--- src/rtl/uvdt_pkg.sv ---
// Package for the vertex dedup table: shared types and constants.
// No dependencies.
`default_nettype none
package uvdt_pkg;
  localparam int IDX_W = 12;
  localparam int CNT_W = 13;
  localparam int WORD_W = 32;
  localparam int NWORDS = 9;
  localparam int ATTR_W = NWORDS * WORD_W;

  typedef logic [ATTR_W-1:0] attr_t;

  typedef struct packed {
    logic [IDX_W-1:0] orig_index;
    attr_t            attr;
  } req_t;

  typedef enum logic [2:0] {
    ST_IDLE,
    ST_READ,
    ST_CHECK,
    ST_CLEAR,
    ST_OUT
  } walk_state_t;
endpackage
`default_nettype wire

--- src/rtl/uvdt_front.sv ---
// Front end: accepts corner words and queues them in a two-entry FIFO.
// Depends on uvdt_pkg.
`default_nettype none
module uvdt_front (
  input  wire logic          clk,
  input  wire logic          rst,
  input  wire logic          in_valid,
  output logic               in_ready,
  input  wire uvdt_pkg::req_t in_req,
  output logic               q_valid,
  input  wire logic          q_ready,
  output uvdt_pkg::req_t     q_req
);
  uvdt_pkg::req_t mem [2];
  logic       wp;
  logic       rp;
  logic [1:0] count;
  logic       push;
  logic       pop;

  assign in_ready = (count != 2'd2);
  assign q_valid  = (count != 2'd0);
  assign q_req    = mem[rp];
  assign push     = in_valid && in_ready;
  assign pop      = q_valid && q_ready;

  always_ff @(posedge clk) begin
    if (push) begin
      mem[wp] <= in_req;
    end
    if (rst) begin
      wp <= 1'b0;
      rp <= 1'b0;
      count <= 2'd0;
    end else begin
      if (push) wp <= ~wp;
      if (pop) rp <= ~rp;
      count <= count + {1'b0, push} - {1'b0, pop};
    end
  end
endmodule
`default_nettype wire

--- config.mk ---
export PLATFORM = sky130hd
export DESIGN_NAME = uvdt_front
export DESIGN_NICKNAME = d
export VERILOG_FILES = /design/src/rtl/uvdt_pkg.sv /design/src/rtl/uvdt_front.sv
export SDC_FILE = /design/constraint.sdc
export NUM_CORES = 1
export LEC_CHECK = 0
export BUFFER_PORTS_ARGS = -buffer_cell sky130_fd_sc_hd__buf_4
export CORE_AREA = 2 2 234 236
export DETAILED_ROUTE_END_ITERATION = 12
export DIE_AREA = 0 0 236 238
export PLACE_DENSITY = 0.65
export RECOVER_POWER = 50
export SLEW_MARGIN = 5
export SYNTH_ARGS = -nofsm -noshare
export SYNTH_HDL_FRONTEND = slang
export SYNTH_SLANG_ARGS = --single-unit
export TNS_END_PERCENT = 20
--- constraint.sdc ---
create_clock -name clk -period 31.9 [get_ports clk]
set_clock_uncertainty 0.15 [all_clocks]
set_input_delay 3.19 -clock clk [delete_from_list [all_inputs] [get_ports clk]]
set_output_delay 3.19 -clock clk [all_outputs]
set_load 0.01 [all_outputs]
# Yosys cells after proc, flatten, opt, wreduce, memory -nomap -nowiden
# Memories as Yosys holds them, arrays and structs flattened. A register that Yosys moved wholly into a read port is not among the register bits.
# Cells that the tools add are included.
# Widths: inputs -> output; s select.
[word_totals]
ram_bits = 600
ff_bits = 4
memories = 1
inputBits = 304
wordCells = 16
out_inout_bits = 302
[classes]
mux = 4
bitwise_logic = 2
add_sub_neg = 2
n_eq_ne = 1
n_reduce_logical = 3
[mem_list]
columns = ["memory", "depth", "width", "rd", "rd_clocked_by_memory_dff", "write_ports", "line_no", "text"]
rows = [
  ["mem", 2, 300, 1, 1, 1, "uvdt_front.sv:14", "uvdt_pkg::req_t mem [2];"],
]
[op_table]
columns = ["op", "n"]
rows = [
  ["$mux 1", 4],
  ["$add 2x1->2", 1],
  ["$logic_and 1x1->1", 2],
  ["$ne 2x2->1 const B", 1],
  ["$not 1->1", 2],
  ["$reduce_bool 2->1", 1],
  ["$sub 2x1->2", 1],
]

# Longest topological paths before layout
# Gate-level depths: netlist (run 1).
[logic_depth]
depth_word = 4
ltp_mapped = 8
depth_no_buf = 8

# Worst setup path before layout (run 1)
# Ideal clock, no wire load.
[synth_path]
path_type = "input port to flip-flop"
start = "input in_valid"
end = "memory mem[0][0] in the netlist's numbering (enable)"
n_path_buf = 0
setup_time_ps = 967
path_stages = 2
setup_slack_ps = 15086
required_time_ps = 30783
arrival_ps = 15697
path_cell_list = "nand2_1 -> nor2_1"
[synth_via]
elab_chain_len = 3
[synth_rtl]
columns = ["element", "line_no", "text"]
rows = [
  ["start: declaration", "uvdt_front.sv:7", "input wire logic in_valid,"],
  ["$logic_and 1x1->1", "uvdt_front.sv:24", "assign push = in_valid && in_ready;"],
  ["$mux 1", "uvdt_front.sv:28", "if (push) begin"],
  ["$mux 1 (not written as such)", "uvdt_front.sv:29", "mem[wp] <= in_req;"],
  ["end: declaration", "uvdt_front.sv:14", ""],
]
# Every way passes these cells.

# Final worst setup path (run 1)
[layout_path]
start = "input in_valid"
end = "memory mem[1][212] in the netlist's numbering (enable)"
# The elaborated chain is that of the path after synthesis.

==> run_results.csv, run 1 <==
group,metric,value,unit
outcome,status,"complete, but fails checks",
outcome,violations,"capacitance limit, slew limit",
min_path,hp-class,"reg2reg",
worst_setup_path,r2r-end,"mem[1][212]",
flow_run,maxCapViolations,4,
floorplan,die_w,236,µm
sta,setup_slack,22.77,ns
drt,ant_nets,0,
sta,fmax,0.1096,GHz
logic_synthesis,synth_seq_cells,605,
sta,final_max_slew_viol_count,184,
logic_synthesis,synth_warnings,0,
min_path,min-delay-start,"rp",
floorplan,die_area,0.05617,mm²
logic_synthesis,ys_seq_area_share,82.09,%
worst_setup_path,reg2reg_from,"count[0]",
finish,drive_gt1_share,56.03,%
logic_synthesis,synth.distinct_cells,16,
finish,multi_input_area,0.003502,mm²
clock_tree,cts_setup_buffers,0,
floorplan,ioPinCount,606,
worst_setup_path,cp.arrival,9.19,ns
drt,first_iter_violations,576,
sta,rsz0062_at_grt,"no",
drt,dr.pass1.iters,4,
global_routing,grt_pass1_vias,11790,
clock_tree,cts_resized,0,
worst_setup_path,crit_slowest_cell,"clkbuf_1",
logic_synthesis,netlist_area,0.02207,mm²
finish,fillers,4249,
clock_tree,path_clk_slew,0.06,ns
sta,timing.final.crit_share,28.61,%
drt,top_layer,"met5",
clock_tree,htree_levels,2,
global_routing,gr-total-overflow,0,
logic_synthesis,avgSynthCellArea,23.06,µm²
worst_setup_path,crit_path_frequent_cell,"buf_4",
logic_synthesis,synth.net_count,1263,
logic_synthesis,yosys.area_share.simple,0.2438,%
worst_setup_path,crit_end,"mem[1][212]",
worst_setup_path,critical_path.max_fanout,76,
floorplan,num_rows,85,
worst_setup_path,rr_worst_depth,5,
pwr,p_leak,10.41,nW
logic_synthesis,synthAdderAreaFrac,0.1134,%
clock_tree,cts_sinks,605,
sta,max-slew-margin-rel,-120.8,%
floorplan,initial_core_util,41.26,%
logic_synthesis,synth_top_family_by_area,"multiplexers",
drt,wl_met1,18140,µm
sta,min_period,9.125,ns
sta,tightest_slew,3.312,ns
global_routing,grt_max_degree,164,
finish,area_growth,30.64,%
worst_setup_path,cp_slowest_stage_delay,2.43,ns
clock_tree,cts_buffer_depth,3,
global_routing,grt_pass1_wl,71600,µm
drt,wl,49950,µm
floorplan,die_h,238,µm
worst_setup_path,cp_cell_sequence,"clkbuf_4, and3_1, clkbuf_1, buf_4, buf_4",
clock_tree,cts_tree,"yes",
worst_setup_path,required,31.97,ns
placed_design,numPortBuffers,605,
logic_synthesis,synth_compound_area_share,0.03402,%
global_routing,antenna_found_initial,8,
pwr,vdd_drop_max,0.05289,mV
worst_setup_path,crit_type,"in2reg",
clock_tree,tritoncts.num_buffers,61,
placed_design,pre_cts_ws,24.80,ns
clock_tree,insertion_delay,0.60,ns
logic_synthesis,synthCells,957,
drt,wl_met3,4620,µm
sta,finalSetupViolCount,0,
placed_design,gp_congestion,0.7471,
logic_synthesis,synth_mux_area_share,15.36,%
logic_synthesis,synth_xor_area_share,0.1191,%
drt,route.detailed.drc,0,
drt,vias,11280,
worst_setup_path,rrSetupSlack,24.77,ns
worst_setup_path,critPathLaunch,"in_valid",
sta,hold_viol,0,
floorplan,core_area,0.05350,mm²
clock_tree,root_buffer,"clkbuf_16",
worst_setup_path,end_kind,"flip-flop",
clock_tree,postCtsHoldBufs,0,
worst_setup_path,startpoint_type,"input pin",
finish,ff_latch_area,0.01812,mm²
sta,fin_tns_setup,0,ns
drt,vias_per_cell,4.794,
global_routing,grt_usage,17.06,%
drt,wl_per_cell,21.24,µm
pwr,p_per_area,79.72,mW/mm²
placed_design,hpwlAfterDp,34070,µm
drt,wl_met2,25880,µm
finish,nNetsFinal,1908,
[sequential cells by signal (all words and copies together) (netlist names), named ones only]
signal  cells
count       2
mem       600
rp          1
wp          1
[cells by family (layout without fill, tap and decap cells)]
logic type               Yosys count  count (layout)
flip-flops                       605             605
AND/OR/NAND/NOR                   11              11
XOR/XNOR                           3               3
buffers and inverters             34             728
multiplexers                     301             301
adder cells (fa/ha/maj)            2               2
other                              0               5
AO/OA/AOI/OAI                      1               1
[worst min path at each step]
stage,depth (start not counted),to,slack [ns]
2_1_floorplan,2,flip-flop,0.33
3_5_place_dp,2,flip-flop,0.36
3_3_place_gp,2,rp,0.35
4_1_cts,2,flip-flop,0.37
5_1_grt,2,flip-flop,0.41
6_report,2,flip-flop,0.37
[through the flow]
step | instance area (µm²) | utilization [%] | hold WS (ns) | total power, W | cells
after floorplan | 22070 | - | 0.3310 | 0.001405 | 957
after global placement | 27140 | 50.73 | 0.3465 | 0.001619 | 2235
after detailed placement | 27140 | 50.73 | 0.3576 | 0.001626 | 2235
after CTS | 29120 | 54.44 | 0.3748 | 0.002335 | 2347
after global routing | 28830 | 53.89 | 0.4053 | 0.002392 | 2350
final | 28830 | 53.90 | 0.3743 | 0.002299 | 2352
[cells in the final DEF, fill, tap and decap left out, types with 3 or more instances in the layout]
cell	netlist	routed
buf_4	0	308
bufinv_16	0	7
clkbuf_1	0	92
clkbuf_16	0	63
clkbuf_4	0	229
clkinv_1	0	13
clkinv_2	0	8
dfxtp_1	5	4
diode_2	0	5
edfxtp_1	600	600
inv_6	0	3
mux2_2	301	301
nor2_1	5	5
[report_power, final]
group	switching (W)	total [W]	leakage, nW	internal (W)
Clock	0.000285	0.000702	0.963	0.000416
Sequential	0.0000316	0.00103	5.65	0.00100
Combinational	0.000282	0.000563	3.80	0.000281
[routing by layer]
layer  vias to the layer above  track usage [%]
met2                       406            30.06
met3                        83            6.675
li1                       5135                -
met4                         4            5.269
met5                         -                0
met1                      5648            19.03
[critical path, delay by kind of cell]
kind / cells / cell delay (ns)
buffers and inverters: 4 / 4.41
and+or+nand+nor: 1 / 1.43
[final cells by class]
class | instances | area share (%)
antenna | 5 | 0.04340
clock buffer | 78 | 5.663
clock inverter | 34 | 1.211
inverter | 1 | 0.01302
multi-input combinational | 318 | 12.15
sequential | 605 | 62.85
tap | 696 | 3.020
timing repair buffer | 615 | 15.05
[cell usage after synthesis]
cell      count  area [µm²]
edfxtp_1    600       18020
buf_6         3       33.78
and3_1        1       6.260
xnor2_1       2       17.52
inv_1         1       3.750
nand2_1       1       3.750
o21a_1        1       7.510
clkbuf_8     30       412.9
mux2_2      301        3390
xor2_1        1       8.760
nand2b_1      1       6.260
nor2_1        5       18.77
dfxtp_1       5       100.1
nor2b_1       2       12.51
or2_2         1       6.260
ha_1          2       25.02
(Power assumes the default switching activity.)
==> inputs of run 2 (changes only) <==
- CORE_AREA: 2 2 234 236 -> 2 2 233 235
- DIE_AREA: 0 0 236 238 -> 0 0 235 237
- PLACE_DENSITY: 0.65 -> 0.68
- clock period: 31.9 -> 7.7 ns (I/O delays scaled with it)
==> run 2 against run 1 <==
  * The run still ends with capacitance limit, slew limit left
  * First-iteration DRC count increased by 9.5%
  * Sequential power increased to 4.2 times the previous value
  * Clock power increased to 4.1 times the previous value
  * Sequential share of layout area increased by 0.16 points
  * Largest power group unchanged
==> run_results.csv, run 2 (same netlist as run 1, synthesis figures left out) <==
group,metric,value,unit
outcome,status,"complete, but fails checks",
outcome,violations,"capacitance limit, slew limit",
sta,hold_viol,0,
finish,largest_reg_flops,600,
global_routing,grt_pass1_wl,71430,µm
clock_tree,cts_resized,0,
global_routing,gr-total-overflow,0,
worst_setup_path,rr_worst_depth,5,
floorplan,ioPinCount,606,
worst_setup_path,crit_type,"reg2reg",
clock_tree,root_buffer,"clkbuf_16",
pwr,vdd_drop_max,0.2197,mV
worst_setup_path,cp.arrival,5.45,ns
finish,nNetsFinal,1904,
worst_setup_path,r2r-end,"mem[0][248]",
sta,tightest_slew,3.924,ns
finish,ff_latch_area,0.01812,mm²
placed_design,hpwlAfterDp,33710,µm
min_path,hp-class,"in2reg",
floorplan,initial_core_util,41.42,%
worst_setup_path,critical_path.max_fanout,77,
min_path,min_to,"mem[1][193]",
drt,vias,11340,
pwr,p_leak,10.33,nW
floorplan,die_w,235,µm
drt,first_iter_violations,631,
finish,fin_util,53.98,%
clock_tree,postCtsHoldBufs,0,
sta,fmax,0.1856,GHz
floorplan,die_h,237,µm
placed_design,numPortBuffers,605,
sta,rsz0062_at_grt,"no",
finish,multi_input_area,0.003510,mm²
global_routing,grt_usage,17.02,%
finish,final_cell_mix,"edfxtp_1, buf_4, mux2_2, clkbuf_4, clkbuf_1",
clock_tree,cts_setup_buffers,0,
sta,timing.final.crit_share,69.99,%
clock_tree,tritoncts.num_buffers,60,
finish,fillers,4245,
floorplan,core_area,0.05328,mm²
placed_design,postPlaceCellArea,0.02714,mm²
min_path,hold_path_depth,1,
drt,route.detailed.drc,0,
pwr,p_per_area,330.1,mW/mm²
worst_setup_path,rrSetupSlack,2.31,ns
clock_tree,cts_sinks,605,
drt,vias_per_cell,4.835,
flow_run,maxCapViolations,2,
global_routing,grt_max_degree,167,
drt,wl_per_cell,21.13,µm
drt,wl,49580,µm
finish,reg.largest.list,"mem (600), count (2)",
finish,drive_gt1_share,55.29,%
global_routing,antenna_found_initial,9,
sta,max-slew-margin-rel,-161.6,%
sta,final_max_slew_viol_count,126,
clock_tree,path_clk_slew,0.06,ns
drt,dr.pass1.iters,4,
finish,layout_commonest_cell,"edfxtp_1",
floorplan,num_rows,85,
global_routing,grt_pass1_vias,11780,
worst_setup_path,required,7.76,ns
clock_tree,insertion_delay,0.59,ns
sta,min_period,5.389,ns
drt,ant_nets,0,
clock_tree,cts_buffer_depth,3,
clock_tree,cts_tree,"yes",
worst_setup_path,startpoint_type,"flip-flop",
floorplan,die_area,0.05570,mm²
placed_design,gp_congestion,0.7936,
worst_setup_path,end_kind,"flip-flop",
sta,finalSetupViolCount,0,
clock_tree,htree_levels,2,
min_path,min-delay-start,"in_req[193]",
finish,area_growth,30.32,%
finish,largest-register,"mem",
worst_setup_path,reg2reg_from,"count[0]",
finish,stdcell_area,0.02876,mm²
[run 2: how the worst max path moves through the flow]
stage | from | endpoint | slack [ns] | depth (start not counted)
after floorplan | in_valid | mem[1][0] | -0.79 | 1
after global placement | flip-flop | q_req[75] | 4.18 | 3
after detailed placement | flip-flop | q_req[75] | 4.19 | 3
after CTS | flip-flop | q_req[75] | 3.54 | 3
after global routing | count[0] | mem[0][155] | 1.96 | 5
final | count[0] | mem[0][248] | 2.31 | 5
[run 2: report_power, final]
part	leakage [nW]	switching (W)	total (W)	internal (W)
clock network	0.946	0.00118	0.00289	0.00171
registers	5.65	0.000131	0.00429	0.00415
logic	3.74	0.00115	0.00231	0.00116
total	10.3	0.00247	0.00949	0.00703
[run 2: per-layer routing]
layer | up-vias | part of all wire (%) | GRT usage [%]
li1 | 5139 | - | -
met1 | 5702 | 37 | 19.54
met5 | - | 0.056 | 0
met2 | 403 | 52 | 29.70
met3 | 96 | 7.6 | 5.561
met4 | 4 | 3.0 | 6.233
[run 2: area by class of cell]
cell class / count / area share, %
Clock buffer: 71 / 5.438
Sequential cell: 605 / 63.01
Multi-Input combinational cell: 318 / 12.20
Clock inverter: 37 / 1.357
Timing Repair Buffer: 612 / 14.90
Tap cell: 696 / 3.028
Antenna cell: 6 / 0.05220
Inverter: 1 / 0.01305
[run 2: per-stage QoR]
| step | instances | worst slack, ns | total power (W) | setup TNS, ns | hold slack, ns |
|---|---|---|---|---|---|
| 2_1_floorplan | 957 | -0.7944 | 0.005708 | -238.31 | 0.3310 |
| 3_3_place_gp | 2232 | 4.179 | 0.006693 | 0 | 0.3453 |
| 3_5_place_dp | 2232 | 4.193 | 0.006719 | 0 | 0.3536 |
| 4_1_cts | 2340 | 3.544 | 0.009630 | 0 | 0.1547 |
| 5_1_grt | 2345 | 1.958 | 0.009872 | 0 | 0.1923 |
| 6_report | 2346 | 2.311 | 0.009493 | 0 | 0.2265 |
[run 2: worst max-delay path, cell delays in order, from the launching register on]
cell and delay, ns:
dfxtp_1 0.37, nand2b_1 0.21, nand2_1 0.16, nor2_4 0.10, clkbuf_1 2.74, buf_4 1.14
==> inputs of run 3 (changes only) <==
- ABC_AREA: default -> 1
- CORE_AREA: 2 2 233 235 -> 2 2 235 237
- DIE_AREA: 0 0 235 237 -> 0 0 237 239
- PLACE_DENSITY: 0.68 -> default
- clock period: 7.7 -> 5.32 ns (I/O delays scaled with it)
==> run 3 against run 2 <==
  * The flow still finishes with violations (capacitance limit, slew limit)
  * Total power up 50%
  * Routed wire length rose by 11%
  * First-iteration DRC count fell by 9.8%
  * Area after synthesis barely moved
  * Worst hold slack lost 0.095 ns
  * Synthesized cell count increased by 1.4%
  * Utilization increased by 5.2 points
  * Clock-buffer cell count increased by 14
  * Design area rose by 12%
  * Via count is 11% higher
  * Flip-flop and latch count unchanged
  * Critical path depth unchanged
  * Highest routed layer unchanged
==> run_results.csv, run 3 <==
group,metric,value,unit
sta,final_max_slew_viol_count,225,
worst_setup_path,cp.arrival,4.05,ns
finish,drive_gt1_share,48.58,%
worst_setup_path,crit_type,"reg2reg",
logic_synthesis,yosys-top-cells-area,"edfxtp_1, mux2_2, clkbuf_8, dfxtp_1, nor2_1",
flow_run,maxCapViolations,2,
clock_tree,cts_buffer_depth,3,
floorplan,num_rows,86,
pwr,vdd_drop_max,0.2622,mV
drt,first_iter_violations,569,
clock_tree,cts_resized,0,
finish,finalNonFillerCells,2680,
placed_design,numPortBuffers,605,
logic_synthesis,avgSynthCellArea,22.77,µm²
clock_tree,cts_sinks,605,
outcome,violations,"capacitance limit, slew limit",
drt,ant_nets,0,
global_routing,grt_max_degree,132,
drt,dr.pass1.iters,5,
clock_tree,tritoncts.num_buffers,66,
floorplan,core_area,0.05434,mm²
global_routing,antenna_found_initial,5,
logic_synthesis,synth.net_count,1276,
pwr,p_per_area,442.0,mW/mm²
clock_tree,htree_levels,3,
logic_synthesis,netlist_area,0.02209,mm²
clock_tree,path_clk_slew,0.06,ns
finish,largest_reg_flops,600,
worst_setup_path,required,5.27,ns
floorplan,die_h,239,µm
min_path,hp-class,"in2reg",
drt,vias,12640,
drt,route.detailed.drc,0,
finish,nNetsFinal,2229,
drt,wl,55150,µm
finish,final_cell_mix,"edfxtp_1, buf_4, dlygate4sd3_1, mux2_2, clkbuf_4",
drt,vias_per_cell,4.718,
clock_tree,insertion_delay,0.57,ns
worst_setup_path,end_kind,"flip-flop",
floorplan,die_area,0.05664,mm²
drt,wl_per_cell,20.58,µm
sta,rsz0062_at_grt,"no",
clock_tree,root_buffer,"clkbuf_16",
logic_synthesis,synthCells,970,
logic_synthesis,ys_seq_area_share,82.03,%
placed_design,dp.cells,2258,
clock_tree,cts_tree,"yes",
global_routing,grt_pass1_vias,13780,
worst_setup_path,startpoint_type,"flip-flop",
global_routing,gr-total-overflow,0,
placed_design,postPlaceCellArea,0.02729,mm²
finish,layout_commonest_cell,"edfxtp_1",
finish,area_growth,45.62,%
sta,timing.final.crit_share,77.05,%
logic_synthesis,synth.distinct_cells,11,
logic_synthesis,synthArstFlopShare,0,%
floorplan,ioPinCount,606,
logic_synthesis,netlist.area_leader.share,81.58,%
sta,max-slew-margin-rel,-118.6,%
logic_synthesis,synth.largest_area_cell,"edfxtp_1",
sta,finalSetupViolCount,0,
finish,stdcell_area,0.03216,mm²
outcome,status,"complete, but fails checks",
placed_design,gp_congestion,0.8441,
floorplan,initial_core_util,40.64,%
sta,fmax,0.2439,GHz
logic_synthesis,synthFlopType,"edfxtp_1",
placed_design,hpwlAfterDp,36600,µm
worst_setup_path,critical_path.max_fanout,120,
global_routing,grt_pass1_wl,80560,µm
logic_synthesis,synth_seq_cells,605,
global_routing,grt_usage,18.93,%
logic_synthesis,synth_edf_count,600,
pwr,p_leak,11.87,nW
sta,min_period,4.099,ns
finish,reg.largest.list,"mem (600), count (2)",
clock_tree,cts_setup_buffers,0,
floorplan,die_w,237,µm
sta,tightest_slew,3.279,ns
logic_synthesis,netlist_top_cells_count,"edfxtp_1, mux2_2, clkbuf_8, nor2_1",
logic_synthesis,synth_warnings,0,
finish,largest-register,"mem",
logic_synthesis,synth.most_common_cell,"edfxtp_1",
sta,holdWs,0.1311,ns
sta,hold_viol,0,
## run 3: changes by cell type after synthesis, sizes merged
cell / delta
inv: +7
nand2: +7
nor2: +4
nand3: +3
a21oi: +2
nor2b: -2
xnor2: -2
and3: -1
mux2: -1
nand2b: -1
o21a: -1
or2: -1
xor2: -1
## run 3: per-layer routing
layer / GRT usage [%] / share of wire (%) / routed length (µm) / up-vias
met3: 5.531 / 7.5 / 4150 / 132
met5: 0 / 0.020 / 11 / -
met1: 21.06 / 36 / 19890 / 6261
met2: 33.14 / 52 / 28820 / 457
met4: 9.609 / 4.1 / 2282 / 2
li1: - / - / - / 5791
## run 3: worst max-delay path, stage by stage, from the launching register on
cell        delay (ns)
dfxtp_1           0.36
clkinv_1          0.09
nand2_1           0.27
nand3_4           0.10
clkinvlp_2        0.22
clkbuf_2          2.13
## run 3: timing repair
item,in CTS,in global routing
endpoints found under the hold margin,601,0
hold buffers,301,0
endpoints found under the setup margin,0,0
## run 3: metrics by stage
step                util [%]  power, W  setup TNS [ns]  setup WS, ns
floorplan                  -  0.008223         -171.73       -0.3148
detailed placement     50.22  0.009785               0         2.466
finish                 59.19   0.01422               0         1.221
CTS                    59.59   0.01441               0         1.833
global route           59.19   0.01478               0        0.8871
global placement       50.22  0.009751               0         2.475
## run 3: area by class of cell
class,count,area [µm²]
Tap cell,704,880.8
Inverter,8,31.28
Sequential cell,605,18120
Timing Repair Buffer,918,7518
Clock buffer,85,1829
Clock inverter,32,250.2
Multi-Input combinational cell,324,3521
Antenna cell,4,10.01
Fill cell,4074,22180
## run 3: kinds of logic after synthesis
| kind of cell | count (synthesis) | share of synthesized area, % |
|---|---|---|
| DFF | 605 | 82.03 |
| muxes | 300 | 15.30 |
| buffers and inverters | 41 | 2.158 |
| and+or+nand+nor | 20 | 0.3569 |
| AOI/OAI and AO/OA | 2 | 0.04532 |
| adders and majority gates | 2 | 0.1133 |
## run 3: worst paths after layout
| path | startpoint | end | slack [ns] | cells past startpoint |
|---|---|---|---|---|
| worst max-delay path | count[0] | mem[1][189] | 1.22 | 5 |
| worst min-delay path | q_ready | flip-flop | 0.13 | 4 |
| worst min register to register | rp | rp | 0.36 | 2 |
| worst max register to register | count[0] | mem[1][189] | 1.22 | 5 |
## run 3: where the power goes
group          total (W)  switching, W  internal [W]
logic            0.00355       0.00174       0.00181
clock network    0.00438       0.00176       0.00262
registers        0.00629      0.000223       0.00607
total             0.0142       0.00372        0.0105
